--- config.mk ---
export PLATFORM = sky130hd
export DESIGN_NAME = segtri_front
export DESIGN_NICKNAME = d
export VERILOG_FILES = /design/src/design/segtri_pkg.sv /design/src/design/segtri_front.sv
export SDC_FILE = /design/constraint.sdc
export NUM_CORES = 1
export LEC_CHECK = 0
export ABC_AREA = 0
export BUFFER_PORTS_ARGS = -buffer_cell sky130_fd_sc_hd__buf_4
export CORE_ASPECT_RATIO = 0.75
export CORE_MARGIN = 5
export CORE_UTILIZATION = 40
export DETAILED_ROUTE_END_ITERATION = 10
export PLACE_DENSITY = 0.72
export SYNTH_ARGS = -nofsm -noshare
export SYNTH_HDL_FRONTEND = slang
export SYNTH_SLANG_ARGS = --single-unit
--- constraint.sdc ---
create_clock -name vclk -period 6.5
set_input_delay 1.3 -clock vclk [all_inputs]
set_output_delay 1.3 -clock vclk [all_outputs]
set_load 0.005 [all_outputs]
--- src/design/segtri_pkg.sv ---
`timescale 1ns / 1ps
// ----------------------------------------------------------------------------
// segtri_pkg
// Shared types and constants of the segment against triangle test.
// ----------------------------------------------------------------------------
package segtri_pkg;

   localparam int COORD_BITS      = 24;
   localparam int QUEUE_DEPTH_DEF = 2;
   localparam int SLOT_COUNT      = 3;

   localparam logic ACTION_LOAD = 1'b0;
   localparam logic ACTION_TEST = 1'b1;

   typedef logic signed [COORD_BITS-1:0] coord_type;
   typedef logic signed [COORD_BITS:0]   delta_type;

   typedef struct packed {
      logic       action;
      logic [1:0] vertex_slot;
      coord_type  start_x;
      coord_type  start_y;
      coord_type  start_z;
      coord_type  end_x;
      coord_type  end_y;
      coord_type  end_z;
   } req_type;

   typedef struct packed {
      logic      hit;
      coord_type contact_x;
      coord_type contact_y;
      coord_type contact_z;
   } rsp_type;

   typedef enum logic [1:0] {
      KIND_LOAD,
      KIND_TEST,
      KIND_MISS
   } kind_type;

   typedef struct packed {
      kind_type   kind;
      logic [1:0] slot;
      coord_type  ax;
      coord_type  ay;
      coord_type  az;
      delta_type  dx;
      delta_type  dy;
      delta_type  dz;
   } entry_type;

   typedef struct packed {
      logic full;
      logic empty;
   } q_status_type;

endpackage

--- src/design/segtri_front.sv ---
`timescale 1ns / 1ps
// ----------------------------------------------------------------------------
// segtri_front
// Takes requests, drops bad loads, forms the segment direction and flags
// zero-length segments before they enter the queue.
// ----------------------------------------------------------------------------
module segtri_front import segtri_pkg::*; (
   input  logic         start,
   input  req_type      req_data,
   input  q_status_type q_status,
   output logic         busy,
   output logic         push,
   output entry_type    push_entry
);

   delta_type dx;
   delta_type dy;
   delta_type dz;
   logic      keep;

   assign dx = delta_type'(req_data.end_x) - delta_type'(req_data.start_x);
   assign dy = delta_type'(req_data.end_y) - delta_type'(req_data.start_y);
   assign dz = delta_type'(req_data.end_z) - delta_type'(req_data.start_z);

   assign keep = (req_data.action == ACTION_TEST) ||
                 (req_data.vertex_slot < 2'(SLOT_COUNT));

   assign busy = q_status.full;
   assign push = start && !q_status.full && keep;

   always_comb begin
      push_entry.slot = req_data.vertex_slot;
      push_entry.ax   = req_data.start_x;
      push_entry.ay   = req_data.start_y;
      push_entry.az   = req_data.start_z;
      push_entry.dx   = dx;
      push_entry.dy   = dy;
      push_entry.dz   = dz;
      if (req_data.action == ACTION_LOAD) begin
         push_entry.kind = KIND_LOAD;
      end else if (dx == '0 && dy == '0 && dz == '0) begin
         push_entry.kind = KIND_MISS;
      end else begin
         push_entry.kind = KIND_TEST;
      end
   end

endmodule

==> summary.md <==
| Metric | Value |
|---|---|
| Top-count cell post-synth | `inv_1` |
| Unrepaired setup endpoints after global routing | `false` |
| Core area | `roughly 0.014 mm²` |
| Total global routing overflow | `0` |
| I/O Pins | `303` |
| Crit path launch type | `input port` |
| Library cells used by synthesis | `80` |
| Initial antenna violation count | `1` |
| Mapped Area | `around 0.0059 mm²` |
| GPL Wtd Cong | `slightly above 0.9` |
| Post-DP Area | `about 0.0079 mm²` |
| Fin nets | `around 1.3k` |
| Critical Path End Type | `output pin` |
| Crit path buffers/inverters | `3` |
| Fillers | `around 1.5k` |
| Slew Limit Fails | `0` |
| DRC | `0` |
| # rows | `38` |
| Hold_buf cts | `0` |
| Place WS | `between 0.1 and 0.15 ns` |
| Fmax | `roughly 160 MHz` |
| Tcrit/Tclk final | `~97%` |
| Max Cap Viol | `0` |
| Crit path max-delay family | `simple AND/OR/NAND/NOR gates` |
| Total wire length | `22.27 mm` |
| Final hold vios | `0` |
| IO buf count | `302` |
| Post-Syn Nets | `1118` |
| Max Fanout on Critical Path | `3` |
| CP peak stage delay | `approximately 0.58 ns` |
| WL per Instance | `roughly 17 µm` |
| Die Y | `approximately 120 µm` |
| Yosys top cell area share | `15.29%` |
| Final setup fails | `0` |
| Fin area | `slightly below 0.008 mm²` |
| Required time worst endpoint | `5.20 ns` |
| Via count | `between 7k and 8k` |
| Detail Route Antenna Nets | `0` |
| Resize count post-CTS | `0` |
| Register area share after synthesis | `0%` |
| Synth Instances | `893` |
| Share of cells above drive strength 1 | `31.38%` |
| Total Die Area | `0.01729 mm²` |
| ANT cells | `0` |
| Slowest CP cell | `or4_1` |
| Hold Path Depth | `2` |
| Vias in the first global route | `between 6k and 7k` |
| CP Cell Sequence | `buf_4 -> inv_1 -> ha_1 -> fa_1 -> nor2b_1 -> o31ai_1 -> a2111oi_2 -> o2111ai_1 -> and3_1 -> a2111o_1 -> or4_1 -> nor4_2 -> and3_1 -> buf_4` |
| Worst slew margin | `about 56%` |
| Crit path time final | `6.335 ns` |
| Worst-Margin Slew | `0.6493 ns` |
| Sequential cell area | `0 µm²` |
| Status | `complete, no violations` |
| CLK BUF | `0` |
| Final Power | `slightly below 900 µW` |
| Die width | `~150 µm` |
| DPL Wire Length | `roughly 20 mm` |
| Crit path DAT | `slightly above 5 ns` |
| Area added between synthesis and finish | `33.40%` |
| Dominant cell type by area after synthesis | `ha_1` |
| Routed vias/inst | `between 5 and 6` |
| Starting density of the core | `about two fifths` |
| Overall Global Routing Usage | `between 20% and 30%` |
| Max VDD drop | `between 0.05 and 0.06 mV` |
| Top cells by area, synth | `ha_1, buf_4, a21oi_1, inv_1, nand2_1` |
| Syn Area/Cell | `about 6.6 µm²` |
| Most instantiated cells after synthesis | `inv_1, buf_4, a21oi_1` |
| Power Dens Cells | `111.5 mW/mm²` |
| Setup tns final | `0 ns` |
| Area of the multi-input gates | `approximately 0.0048 mm²` |
| P_leak | `about 0.004 µW` |
| Largest net degree at the start of global routing | `12` |
| Initial DRC Count | `roughly 290` |
| Finished Layout Cells | `around 1.3k` |
| Hold path startpoint | `req_data[113]` |
| First-pass GRT wire length | `approximately 34 mm` |
| Setup CP Type | `input port to output pin` |
| Postcts setup bufs | `0` |
| Hold worst-path end | `push_entry[116]` |
| Worst hold path class | `input port to output pin` |
| Final worst setup slack | `~0.16 ns` |
| Ys Warns | `0` |
| Placed cells | `roughly 1.3k` |
| Number of sequential cells | `0` |
| Pre-Repair DR Iteration Count | `5` |
==> logic make-up (layout without fill, tap and decap cells) <==
group                    count (synthesis)  count (layout)  synth area share [%]
buffers and inverters                  208             427                 18.75
AO/OA/AOI/OAI                          296             296                 34.31
XOR/XNOR                                32              32                 4.756
adder cells (fa/ha/maj)                 75              75                 16.31
multiplexers                             6               6                 1.083
AND/OR/NAND/NOR                        276             276                 24.80
==> per-stage QoR <==
stage | utilization, % | hold slack [ns]
2_1_floorplan | - | 2.630
3_3_place_gp | 54.39 | 2.777
3_5_place_dp | 54.39 | 2.778
4_1_cts | 54.39 | 2.778
5_1_grt | 54.39 | 2.780
6_report | 54.39 | 2.776
==> where the power goes <==
part	switching, µW	internal, µW	total (µW)
Clock	0	0	0
Combinational	457	420	877
Sequential	0	0	0
Total	457	420	877
==> worst max-delay path by stage <==
stage	startpoint	end	cells after the start
6_report	req_data[48]	push_entry[150]	14
5_1_grt	req_data[48]	push_entry[150]	14
2_1_floorplan	req_data[24]	push_entry[150]	12
3_3_place_gp	req_data[48]	push_entry[150]	14
3_5_place_dp	req_data[48]	push_entry[150]	14
4_1_cts	req_data[48]	push_entry[150]	14
==> placed cells by master, fill, tap and decap left out, types with 8 or more instances in the layout <==
cell,n
nand4_1,12
nand2b_1,13
o21ai_0,37
xnor2_1,19
o2111ai_1,8
nor3_1,19
or4_1,10
nor2b_1,14
o21a_1,13
nand3_1,20
nand2_1,64
a31oi_1,15
a21o_1,28
and2_1,16
a21oi_1,78
a211oi_1,19
ha_1,72
and3_1,8
or3_1,9
inv_1,102
o211ai_1,15
nor2_1,57
buf_4,325
xor2_1,13
o21ai_1,8
==> layout make-up <==
| cell class | count | share of cell area (%) |
|---|---|---|
| multi-input combinational | 685 | 60.91 |
| timing repair buffer | 325 | 31.04 |
| inverter | 102 | 4.870 |
| tap | 200 | 3.183 |
==> per-layer routing <==
layer	vias up	track usage (%)	routed length, µm	part of all wire [%]
met5	-	0	13	0.058
met4	2	3.413	343	1.5
met3	22	4.137	2108	9.5
met2	307	40.64	10150	46
met1	3270	31.86	9659	43
li1	3623	-	-	-
Power figures use the tool's default switching activity.
