## config.mk

```make
export PLATFORM = sky130hd
export DESIGN_NAME = segtri_queue
export DESIGN_NICKNAME = d
export VERILOG_FILES = /design/src/design/segtri_pkg.sv /design/src/design/segtri_queue.sv
export SDC_FILE = /design/constraint.sdc
export NUM_CORES = 1
export LEC_CHECK = 0
export BUFFER_PORTS_ARGS = -buffer_cell sky130_fd_sc_hd__buf_2
export CAP_MARGIN = 30
export CORE_ASPECT_RATIO = 1.5
export CORE_MARGIN = 2
export CORE_UTILIZATION = 36
export DETAILED_ROUTE_END_ITERATION = 16
export PLACE_DENSITY = 0.67
export SKIP_CTS_REPAIR_TIMING = 1
export SYNTH_ARGS = -nofsm -noshare
export SYNTH_HDL_FRONTEND = slang
export SYNTH_SLANG_ARGS = --single-unit
```

## constraint.sdc

```tcl
create_clock -name clock -period 12.24 [get_ports clock]
set_input_delay 1.836 -clock clock [delete_from_list [all_inputs] [get_ports clock]]
set_output_delay 1.836 -clock clock [all_outputs]
set_load 0.02 [all_outputs]
```

## src/design/segtri_pkg.sv

```systemverilog
`timescale 1ns / 1ps
// ----------------------------------------------------------------------------
// segtri_pkg
// Shared types and constants of the segment against triangle test.
// ----------------------------------------------------------------------------
package segtri_pkg;

   localparam int COORD_BITS      = 24;
   localparam int QUEUE_DEPTH_DEF = 2;
   localparam int SLOT_COUNT      = 3;

   localparam logic ACTION_LOAD = 1'b0;
   localparam logic ACTION_TEST = 1'b1;

   typedef logic signed [COORD_BITS-1:0] coord_type;
   typedef logic signed [COORD_BITS:0]   delta_type;

   typedef struct packed {
      logic       action;
      logic [1:0] vertex_slot;
      coord_type  start_x;
      coord_type  start_y;
      coord_type  start_z;
      coord_type  end_x;
      coord_type  end_y;
      coord_type  end_z;
   } req_type;

   typedef struct packed {
      logic      hit;
      coord_type contact_x;
      coord_type contact_y;
      coord_type contact_z;
   } rsp_type;

   typedef enum logic [1:0] {
      KIND_LOAD,
      KIND_TEST,
      KIND_MISS
   } kind_type;

   typedef struct packed {
      kind_type   kind;
      logic [1:0] slot;
      coord_type  ax;
      coord_type  ay;
      coord_type  az;
      delta_type  dx;
      delta_type  dy;
      delta_type  dz;
   } entry_type;

   typedef struct packed {
      logic full;
      logic empty;
   } q_status_type;

endpackage

```

## src/design/segtri_queue.sv

```systemverilog
`timescale 1ns / 1ps
// ----------------------------------------------------------------------------
// segtri_queue
// Short first-in first-out queue between request front and test engine.
// ----------------------------------------------------------------------------
module segtri_queue import segtri_pkg::*; #(
   parameter int QUEUE_DEPTH = QUEUE_DEPTH_DEF
) (
   input  logic         clock,
   input  logic         reset,
   input  logic         push,
   input  entry_type    push_entry,
   input  logic         pop,
   output entry_type    pop_entry,
   output q_status_type q_status
);

   localparam int PW = (QUEUE_DEPTH > 1) ? $clog2(QUEUE_DEPTH) : 1;
   localparam int CNT_W = $clog2(QUEUE_DEPTH + 1);

   entry_type          mem_ff [QUEUE_DEPTH];
   logic [PW-1:0]      wr_ptr_ff;
   logic [PW-1:0]      rd_ptr_ff;
   logic [CNT_W-1:0]   count_ff;
   logic [PW-1:0]      wr_ptr_in;
   logic [PW-1:0]      rd_ptr_in;
   logic [CNT_W-1:0]   count_in;
   logic               do_pop;

   assign q_status.full  = (count_ff == CNT_W'(QUEUE_DEPTH));
   assign q_status.empty = (count_ff == '0);
   assign do_pop         = pop && !q_status.empty;
   assign pop_entry      = mem_ff[rd_ptr_ff];

   always_comb begin
      wr_ptr_in = wr_ptr_ff;
      rd_ptr_in = rd_ptr_ff;
      count_in  = count_ff;
      if (push) begin
         wr_ptr_in = (wr_ptr_ff == PW'(QUEUE_DEPTH - 1)) ? '0 : wr_ptr_ff + 1'b1;
      end
      if (do_pop) begin
         rd_ptr_in = (rd_ptr_ff == PW'(QUEUE_DEPTH - 1)) ? '0 : rd_ptr_ff + 1'b1;
      end
      if (push && !do_pop) begin
         count_in = count_ff + 1'b1;
      end else if (do_pop && !push) begin
         count_in = count_ff - 1'b1;
      end
   end

   always_ff @(posedge clock) begin
      if (reset) begin
         wr_ptr_ff <= '0;
         rd_ptr_ff <= '0;
         count_ff  <= '0;
      end else begin
         wr_ptr_ff <= wr_ptr_in;
         rd_ptr_ff <= rd_ptr_in;
         count_ff  <= count_in;
      end
      if (push) begin
         mem_ff[wr_ptr_ff] <= push_entry;
      end
   end

   a_no_overflow: assert property (@(posedge clock) disable iff (reset)
      push |-> (!q_status.full || do_pop))
      else $error("queue written while full");

endmodule

```

==> impl_results.md, run 1 <==
- Global-route wire length before repair: around 32000 µm
- Final std cells w/o fill: ~1300
- Initial antenna violation count: 9
- Worst skew pair latency: 0.55 ns
- Relative slew slack: roughly 40%
- Starting Density: 36.25%
- CTS H-Tree Depth: 1
- DRT Pass-1 Iters: 4
- Fin Clk Skew: approximately 0.02 ns
- Via count: 5651
- Most frequent cells in the layout: buf_2 (307), edfxtp_1 (302), mux2_4 (90), mux2_2 (61), clkbuf_16 (28)
- Total track usage: around 13%
- Yosys Warn Count: 0
- Placed Cells: 1199
- Worst Hold Class: flop to flop
- CORE AREA: about 32000 µm²
- Setup TNS: 0 ns
- Clock Path Buffers: 3
- Largest net degree at the start of global routing: 69
- Port bufs: 307
- Nets: 975
- Number of I/O pins: between 300 and 400
- Area delta synth->final: 25.37%
- Final wirelength: 21970 µm
- Syn Std Cell Area: roughly 11000 µm²
- Slew Limit Fails: 0
- CP Launch Type: flop
- CP top delay family: buffers and inverters
- Critical path cell sequence: buf_4 -> mux2_2 -> buf_2
- DP HPWL: ~15000 µm
- Syn_nets: 648
- Crit end category: output pin
- DR WL/cell: 17.43 µm
- 1st-iter DRT viols: 228
- Total CTS buffers: 28
- Final setup fails: 0
- Std-Cell Rows: 80
- Max_cap viols: 0
- Slowest stage delay, CP: between 0.8 and 0.9 ns
- Critical Path RT: 10.40 ns
- Synthesized instance count: 492
- Drc violations: 0
- Fmax: 213.5 MHz
- Post-synth cell types: 15
- CTS tree: built
- Final hold viol count: 0
- Slowest CP cell: dfxtp_4
- Power Density: around 200 nW/µm²
- Chip width: 149.7 µm
- Layout cells sized above 1: 60.05%
- Synth Register Bits: 307
- Post-Syn Area per Cell: ~23 µm²
- Final period utilization: 38.26%
- Most common cell after layout, fill and taps aside: buf_2
- Critical Path AT: 2.85 ns
- VDD IR max: roughly 0.13 mV
- Setup CP Type: flop to output pin
- Setup slack, reg-to-reg: 9.90 ns
- Outcome: complete, no violations
- Die area: 33330 µm²
- Minimum clock period: 4.683 ns
- Leak: 5.483 nW
- Vias in the first global route: 5895
- Worst slew pin tran: 0.9101 ns
- Via-to-Cell Ratio: 4.485
- Total gr overflow: 0
- Clk pin slew, worst setup/hold paths: 0.07 ns
- RSZ-0062 raised after global routing: false
- Critical-path maximum fanout: 56
- CP Buf/Inv Count: 2
- Chip height: 222.6 µm
- Register area share after synthesis: 79.96%
- Clock Tree Root: clkbuf_16
- Total clock sinks: 307
- GPL Wtd Cong: approximately 0.74
- Routed Antenna Nets: 0
==> metal layers <==
layer  track usage (%)  vias up  share of wire (%)
li1                  -     2623                  -
met5                 0        -              0.059
met2             23.13      206                 55
met3             2.793       45                6.9
met4             6.726        2                3.4
met1             13.35     2775                 35
==> report_power, final <==
part           leakage (nW)  switching, W  internal (W)  total [W]
sequential             2.88     0.0000518       0.00123    0.00128
combinational          2.18      0.000399      0.000342   0.000742
clock                 0.429      0.000356      0.000479   0.000835
==> worst min-delay path, delay by kind of cell (launching register included) <==
kind / cells / cell delay, ns
XOR/XNOR: 1 / 0.08
flip-flops: 1 / 0.33
AND/OR/NAND/NOR: 1 / 0.07
==> cells by family after synthesis <==
group           synth area share, %
xor+xnor                     0.3056
compound gates               0.1309
simple gates                 0.3820
fa+ha+maj                    0.1091
flops                         79.96
mux                           17.77
buf+inv                       1.342
==> synthesized netlist by cell type <==
| cell type | number | area share (%) |
|---|---|---|
| nor2_1 | 5 | 0.16 |
| edfxtp_1 | 302 | 79 |
| buf_2 | 6 | 0.26 |
| a21oi_1 | 1 | 0.044 |
| dfxtp_1 | 5 | 0.87 |
| xnor2_1 | 1 | 0.076 |
| or3_1 | 1 | 0.055 |
| mux2_2 | 61 | 6.0 |
| ha_1 | 1 | 0.11 |
| xor2_1 | 3 | 0.23 |
| o21ai_0 | 2 | 0.087 |
| buf_6 | 11 | 1.1 |
| mux2_4 | 90 | 12 |
| nor2b_1 | 2 | 0.11 |
| and2_1 | 1 | 0.055 |
==> worst paths after layout <==
kind | start | endpoint | depth (start not counted)
setup / recovery | flop | pop_entry[29] | 3
hold / removal | rd_ptr_ff | rd_ptr_ff | 2
setup reg to reg | wr_ptr_ff | mem_ff[0][19] | 2
hold reg to reg | rd_ptr_ff | rd_ptr_ff | 2
==> layout make-up <==
type                       count  area [µm²]
clock buffer                  42       773.2
multi-input combinational    168        2155
fill                        2759       17250
antenna                        9       22.52
timing repair buffer         314        1629
clock inverter                10       111.4
sequential                   307        9173
tap                          410       513.0
==> registers in the layout, summed over array words and instances (netlist names), named ones only <==
name       count
count_ff       2
mem_ff       302
rd_ptr_ff      1
wr_ptr_ff      1
==> metrics by stage <==
stage	instance area (µm²)	setup WS (ns)	power [W]	utilization, %	hold slack, ns
3_5_place_dp	13470	8.010	0.002064	42.58	0.4938
5_1_grt	14370	7.347	0.002984	45.44	0.5494
3_3_place_gp	13410	7.948	0.002054	42.41	0.4882
6_report	14380	7.557	0.002862	45.45	0.5127
2_1_floorplan	11470	3.192	0.001868	-	0.4705
4_1_cts	14350	7.435	0.002910	45.38	0.5164
No activity file was read; power rests on OpenSTA's default activity.
==> run 2: changes to the inputs <==
- ABC_AREA: unset -> 1
- PLACE_DENSITY: 0.67 -> 0.69
- clock period: 12.24 -> 4.3 ns (I/O delays scaled with it)
==> run 2 against run 1 <==
  * Setup slack lost 6.3 ns
  * Via count grew 1.1%
  * Sequential share of layout area shrank 0.39 points
  * Core utilization grew 0.28 points
  * Clock power grew to 3.0 times the previous value
  * Final cell count grew 0.32%
  * Sequential cell count is the same
  * Global-route usage grew 0.24 points
  * Combinational power grew 40%
  * Register-to-register slack lost 7.7 ns
  * Synthesized area grew 0.24%
  * Die area grew 0.24%
  * Critical path type unchanged
  * Critical endpoint is now pop_entry[133]
  * Largest cell class unchanged
==> impl_results.md, run 2 <==
- Outcome: complete, no violations
- Largest family of logic cells by synthesized area: multiplexers
- XOR/XNOR Fraction of Synth Area: 0% (-0.31 points)
- Synth Area in Compound Gates: 0.1742% (+0.043 points)
- GPL Wtd Cong: 0.7659 (+3.9%)
- Synthesized instance count: 505 (+2.6%)
- Critical Path AT: 2.41 ns (-0.44 ns)
- Leading area contributor after synthesis: edfxtp_1
- Most common library cells after synthesis: edfxtp_1 (302), mux2_4 (90), mux2_2 (61), buf_6 (11), inv_1 (9)
- Largest register FFs: 302 (unchanged)
- PnR worst setup slack: 1.247 ns (-6.309 ns)
- Sw frac: 23.68% (-4.5 points)
- Hold path startpoint: reset
- Worst slew pin tran: 0.9818 ns (+0.07165 ns)
- Total track usage: 12.89% (+0.24 points)
- DP HPWL: 15290 µm (+3.5%)
- Clock Path Buffers: 3 (unchanged)
- Std-Cell Rows: 80 (unchanged)
- Slew Limit Fails: 0 (unchanged)
- CORE AREA: 31630 µm² (unchanged)
- Relative slew slack: 34.55% (-4.6 points)
- VDD IR max: 0.3204 mV (+150%)
- Post-Syn Area per Cell: 22.76 µm² (-2.3%)
- Final period utilization: a little under three quarters
- Drc violations: 0 (unchanged)
- Chip height: 222.9 µm (+0.12%)
- Leak: 5.555 nW (+1.3%)
- CP Buf/Inv Count: 2 (unchanged)
- Post-synth EDFFs: 302 (unchanged)
- Power Density: 489.7 nW/µm² (+150%)
- Worst skew pair latency: 0.55 ns (about the same)
- Total CTS buffers: 29 (+3.6%)
- Routing usage on met1: 13.59% (+0.24 points)
- GRT Max-Usage Layer: met2
- Starting Density: 36.34% (+0.087 points)
- Clk pin slew, worst setup/hold paths: 0.07 ns (about the same)
- Area delta synth->final: 25.84%
- Internal power: 0.005406 W (+160%)
- Hold_ws: 0.2817 ns (-0.2311 ns)
- 1st-iter DRT viols: 231 (+1.3%)
- Top cell type's share of synthesized area: 78.89% (-0.19 points)
- Clk pwr share: 35.3% (+6.1 points)
- Vias in the first global route: 6101 (+3.5%)
- Chip width: 149.9 µm (+0.12%)
- CTS H-Tree Depth: 1 (unchanged)
- Largest register by flop count: mem_ff
- Final setup fails: 0 (unchanged)
- Clock Tree Root: clkbuf_16
- Yosys Warn Count: 0 (unchanged)
- CTS tree: built
- DR WL/cell: 17.84 µm (+2.3%)
- Initial antenna violation count: 5 (-4)
- Routed Antenna Nets: 0 (unchanged)
- Fmax: 327.6 MHz
- Worst reg2reg startpoint: wr_ptr_ff
- Layout cells sized above 1: 59.88% (-0.17 points)
- Async S/R FF share, synth: 0% (unchanged)
- Sequential standard cell area: 9173 µm² (unchanged)
- Fin Clk Skew: 0.02132 ns (+0.0008210 ns)
- Syn Std Cell Area: 11490 µm² (+0.24%)
- Multiplexer area fraction after synthesis: 17.73% (-0.043 points)
- Most common cell after layout, fill and taps aside: buf_2
- Worst Hold Class: input pin to flop
- Switching power: 0.001677 W (+110%)
- Footprint of the multi-input gates: 2146 µm² (-0.41%)
- Ranking of synthesized cells by area: edfxtp_1 (79%), mux2_4 (12%), mux2_2 (6.0%)
- Critical path cell sequence: buf_12 -> mux2_2 -> buf_2
- Flop pwr share: 50.0% (+5.1 points)
- Most common cell in the synthesized netlist: edfxtp_1
- Minimum clock period: 3.053 ns
- Slowest CP cell: dfxtp_4
- Most frequent cells in the layout: buf_2 (307), edfxtp_1 (302), mux2_4 (90), mux2_2 (61), clkbuf_16 (29)
- Largest net degree at the start of global routing: 94 (+36%)
- CP top delay family: flip-flops
- Crit end category: output pin
- Logic pwr share: 14.7% (-11 points)
- Via count: 5712 (+1.1%)
- DRT Pass-1 Iters: 4 (unchanged)
- Total gr overflow: 0 (unchanged)
- Register area share after synthesis: 79.76% (-0.19 points)
- Pre-CTS setup slack: 1.752 ns (-6.258 ns)
- Nets: 989 (+1.4%)
- Die area: 33410 µm² (+0.24%)
- Filler Cell Count: 2766 (+0.25%)
- Post-synth cell types: 16 (+1)
- Final core occ: 45.73% (+0.28 points)
- Setup TNS: 0 ns (unchanged)
- Setup CP Type: flop to output pin
- Synth Register Bits: 307 (unchanged)
- Top Registers: mem_ff: 302 flops, count_ff: 2 flops
- Main synth FF type: edfxtp_1
- RSZ-0062 raised after global routing: false
- Max_cap viols: 0 (unchanged)
- Final hold viol count: 0 (unchanged)
- Met2 Use GR: 23.39% (+0.26 points)
- Global-route wire length before repair: 32870 µm (+2.1%)
- Total clock sinks: 307 (unchanged)
- Number of I/O pins: 308 (unchanged)
- Adder-Cell Fraction of Synth Area: 0.1088% (-0.00026 points)
- GR Layer Usage met3: 3.742% (+0.95 points)
- Critical Path RT: 3.65 ns (-6.75 ns)
- Simple-gate share of the synthesized area: 0.5878% (+0.21 points)
- Syn_nets: 661 (+2.0%)
- Via-to-Cell Ratio: 4.519 (+0.76%)
- Final wirelength: 22550 µm (+2.7%)
- CP Launch Type: flop
- Slowest stage delay, CP: 0.82 ns (-0.07 ns)
- Port bufs: 307 (unchanged)
- Critical-path maximum fanout: 60 (+7.1%)
- Final std cells w/o fill: 1264 (+0.32%)
- Placed Cells: 1212 (+1.1%)
run 2: layout make-up:
cell class,instances,share of cell area (%)
clock inverters,14,1.220
multi-input cells,172,14.83
well taps,410,3.546
repair buffers,314,11.50
clock buffers,34,5.147
flip-flops and latches,307,63.41
inverters,9,0.2681
diodes,4,0.06920
run 2: power by group through the flow:
stage | registers [W] | logic, W | clock network, W
floorplan | 0.00357 | 0.000753 | 0
global placement | 0.00360 | 0.00105 | 0
detailed placement | 0.00361 | 0.00106 | 0
CTS | 0.00354 | 0.00106 | 0.00259
global route | 0.00356 | 0.00111 | 0.00269
finish | 0.00354 | 0.00104 | 0.00250
run 2: worst paths after layout:
path | end | slack (ns) | cells past startpoint
max | pop_entry[133] | 1.25 | 3
max reg2reg | mem_ff[1][15] | 2.20 | 3
min | wr_ptr_ff | 0.28 | 2
min reg2reg | count_ff[0] | 0.55 | 2
run 2: per-layer routing:
layer | vias to the layer above | part of all wire (%)
met4 | 2 | 3.5
met5 | - | 0.049
met1 | 2795 | 35
met2 | 221 | 53
met3 | 46 | 7.7
li1 | 2648 | -
run 2: cell families after synthesis:
group	Yosys count
flops	307
mux	151
buf+inv	26
simple gates	16
compound gates	4
fa+ha+maj	1
run 2: stage by stage:
stage / power (W) / instance area (µm²)
after floorplan: 0.004327 / 11500
after global placement: 0.004645 / 13510
after detailed placement: 0.004669 / 13530
after CTS: 0.007196 / 14460
after global routing: 0.007357 / 14470
final: 0.007083 / 14470
==> run 3: changes to the inputs <==
- ABC_AREA: 1 -> 0
- clock period: 4.3 -> 2.6 ns (I/O delays scaled with it)
==> run 3 against run 2 <==
  * Clock power grew 50%
  * Setup slack lost 1.1 ns
  * Register-to-register slack lost 1.2 ns
  * Die area shrank 0.24%
  * Critical path depth grew 1
  * Global-route usage shrank 0.28 points
  * Hold slack lost 0.25 ns
  * Power grew 89%
  * Combinational power grew to 3.6 times the previous value
  * Via count is essentially flat
  * Routed wire length shrank 2.6%
  * Final area grew 0.23%
  * Highest routed layer unchanged
==> impl_results.md, run 3 (synthesis results as in run 1) <==
- Clock Path Buffers: 3 (unchanged)
- Chip height: 222.6 µm (-0.12%)
- CP Launch Type: flop
- Final period utilization: 93.30%
- Total CTS buffers: 28 (-3.4%)
- Fin Clk Skew: 0.009638 ns (-0.01168 ns)
- Setup TNS: 0 ns (unchanged)
- Placement Cell Area: 13660 µm² (+0.91%)
- Number of I/O pins: 308 (unchanged)
- Drc violations: 0 (unchanged)
- GPL Wtd Cong: 0.7290 (-4.8%)
- Port bufs: 307 (unchanged)
- DP HPWL: 15410 µm (+0.78%)
- Worst R2R End: count_ff[1]
- DRT Pass-1 Iters: 6 (+2)
- Chip width: 149.7 µm (-0.12%)
- Worst skew pair latency: 0.54 ns (about the same)
- DR WL/cell: 17.38 µm (-2.6%)
- Most common cell after layout, fill and taps aside: buf_2
- Layout cells sized above 1: 60.35% (+0.47 points)
- Critical Path AT: 2.04 ns (-0.37 ns)
- Final wirelength: 21970 µm (-2.6%)
- VDD IR max: 0.5573 mV (+74%)
- FF-to-FF path depth: 4 (+1)
- Relative slew slack: 63.20% (+29 points)
- 1st-iter DRT viols: 213 (-7.8%)
- Switching power: 0.003791 W (+130%)
- Internal power: 0.009622 W (+78%)
- Filler Cell Count: 2760 (-0.22%)
- Flop pwr share: 44.2% (-5.8 points)
- Worst slew pin tran: 0.5519 ns (-0.4298 ns)
- Sequential standard cell area: 9173 µm² (unchanged)
- Nets: 987 (-0.20%)
- Area delta synth->final: 26.43%
- Total power: 0.01341 W (+89%)
- Leak: 5.548 nW (-0.13%)
- RSZ-0062 raised after global routing: false
- Minimum clock period: 2.426 ns
- Largest register FFs: 302 (unchanged)
- Via-to-Cell Ratio: 4.516 (about the same)
- Routed Antenna Nets: 0 (unchanged)
- Vias in the first global route: 6090 (-0.18%)
- Slew Limit Fails: 0 (unchanged)
- Clock Tree Root: clkbuf_16
- Worst reg2reg startpoint: count_ff[0]
- Footprint of the multi-input gates: 2155 µm² (+0.41%)
- Setup CP Type: flop to output pin
- Logic pwr share: 27.9% (+13 points)
- Final instance area: 14500 µm² (+0.23%)
- Largest net degree at the start of global routing: 82 (-13%)
- CORE AREA: 31630 µm² (unchanged)
- Via count: 5708 (-0.070%)
- Final hold viol count: 0 (unchanged)
- Clk pwr share: 27.9% (-7.4 points)
- Total clock sinks: 307 (unchanged)
- Final std cells w/o fill: 1264 (unchanged)
- Std-Cell Rows: 80 (unchanged)
- Worst Hold Class: input pin to flop
- Critical path capture point: pop_entry[19]
- Global-route wire length before repair: 32330 µm (-1.7%)
- Sw frac: 28.26% (+4.6 points)
- WHS Path Cells: 1 (-1)
- Critical Path RT: 2.21 ns (-1.44 ns)
- Starting Density: 36.25% (-0.087 points)
- Setup slack, reg-to-reg: 1.02 ns (-1.18 ns)
- Total track usage: 12.61% (-0.28 points)
- CTS H-Tree Depth: 1 (unchanged)
- Total gr overflow: 0 (unchanged)
- Top Registers: mem_ff: 302 flops, count_ff: 2 flops
- Fmax: approximately 410 MHz
- Critical-path maximum fanout: 27 (-55%)
- Hold_ws: 0.03316 ns (-0.2485 ns)
- Clk pin slew, worst setup/hold paths: 0.06 ns (about the same)
- Die area: 33330 µm² (-0.24%)
- Placed Cells: 1211 (-0.083%)
- Final setup fails: 0 (unchanged)
- Max_cap viols: 0 (unchanged)
- Initial antenna violation count: 4 (-1)
- Most frequent cells in the layout: buf_2 (307), edfxtp_1 (302), mux2_4 (90), mux2_2 (61), clkbuf_16 (29)
- Power Density: 925.2 nW/µm² (+89%)
- Crit end category: output pin
- Largest register by flop count: mem_ff
- Outcome: complete, no violations
- CTS tree: built
-- run 3: cell count changes in the layout (fill, tap and decap cells not counted), sizes merged, moves of 2 or more --
cell,previous run,this run
buf,314,326
inv,10,0
clkinv,8,17
nand2,5,0
bufinv,4,1
clkbuf,34,31
xor2,0,3
nor2,7,5
nor2b,0,2
-- run 3: stage by stage --
step | utilization [%] | setup WS [ns]
after CTS | 45.80 | 0.1072
after detailed placement | 43.18 | 0.7014
after floorplan | - | -0.4889
final | 45.83 | 0.1741
after global placement | 43.18 | 0.7214
after global routing | 45.83 | 0.06602
-- run 3: critical path, stage by stage (launching register included) --
cell	delay, ns
dfxtp_4	0.49
buf_12	0.26
buf_4	0.23
mux2_2	0.35
buf_2	0.16
-- run 3: metal layers --
| layer | part of all wire, % | vias up | global-route usage, % |
|---|---|---|---|
| li1 | - | 2638 | - |
| met1 | 35 | 2815 | 12.65 |
| met2 | 55 | 206 | 24.16 |
| met3 | 6.7 | 47 | 3.039 |
| met4 | 3.2 | 2 | 5.478 |
| met5 | 0.050 | - | 0 |
-- run 3: cell type report --
class                           count  share of cell area [%]
Clock inverter                     18                  0.6732
Antenna cell                        4                 0.06904
Sequential cell                   307                   63.27
Timing Repair Buffer              326                   12.53
Multi-Input combinational cell    168                   14.86
Tap cell                          410                   3.538
Clock buffer                       31                   5.057
-- run 3: worst min-delay path by stage --
stage / start / to / slack (ns)
2_1_floorplan: reset / count_ff[1] / 0.46
3_3_place_gp: rd_ptr_ff / flop / 0.49
3_5_place_dp: rd_ptr_ff / flop / 0.49
4_1_cts: push_entry[57] / mem_ff[0][57] / 0.003
5_1_grt: push_entry[38] / mem_ff[1][38] / 0.007
6_report: push_entry[146] / mem_ff[0][146] / 0.03
-- run 3: power by group through the flow --
stage / registers (W) / clock network, W / logic [W]
after global routing: 0.00596 / 0.00403 / 0.00397
after floorplan: 0.00599 / 0 / 0.00277
after global placement: 0.00603 / 0 / 0.00377
after detailed placement: 0.00604 / 0 / 0.00380
after CTS: 0.00594 / 0.00386 / 0.00381
final: 0.00593 / 0.00374 / 0.00375
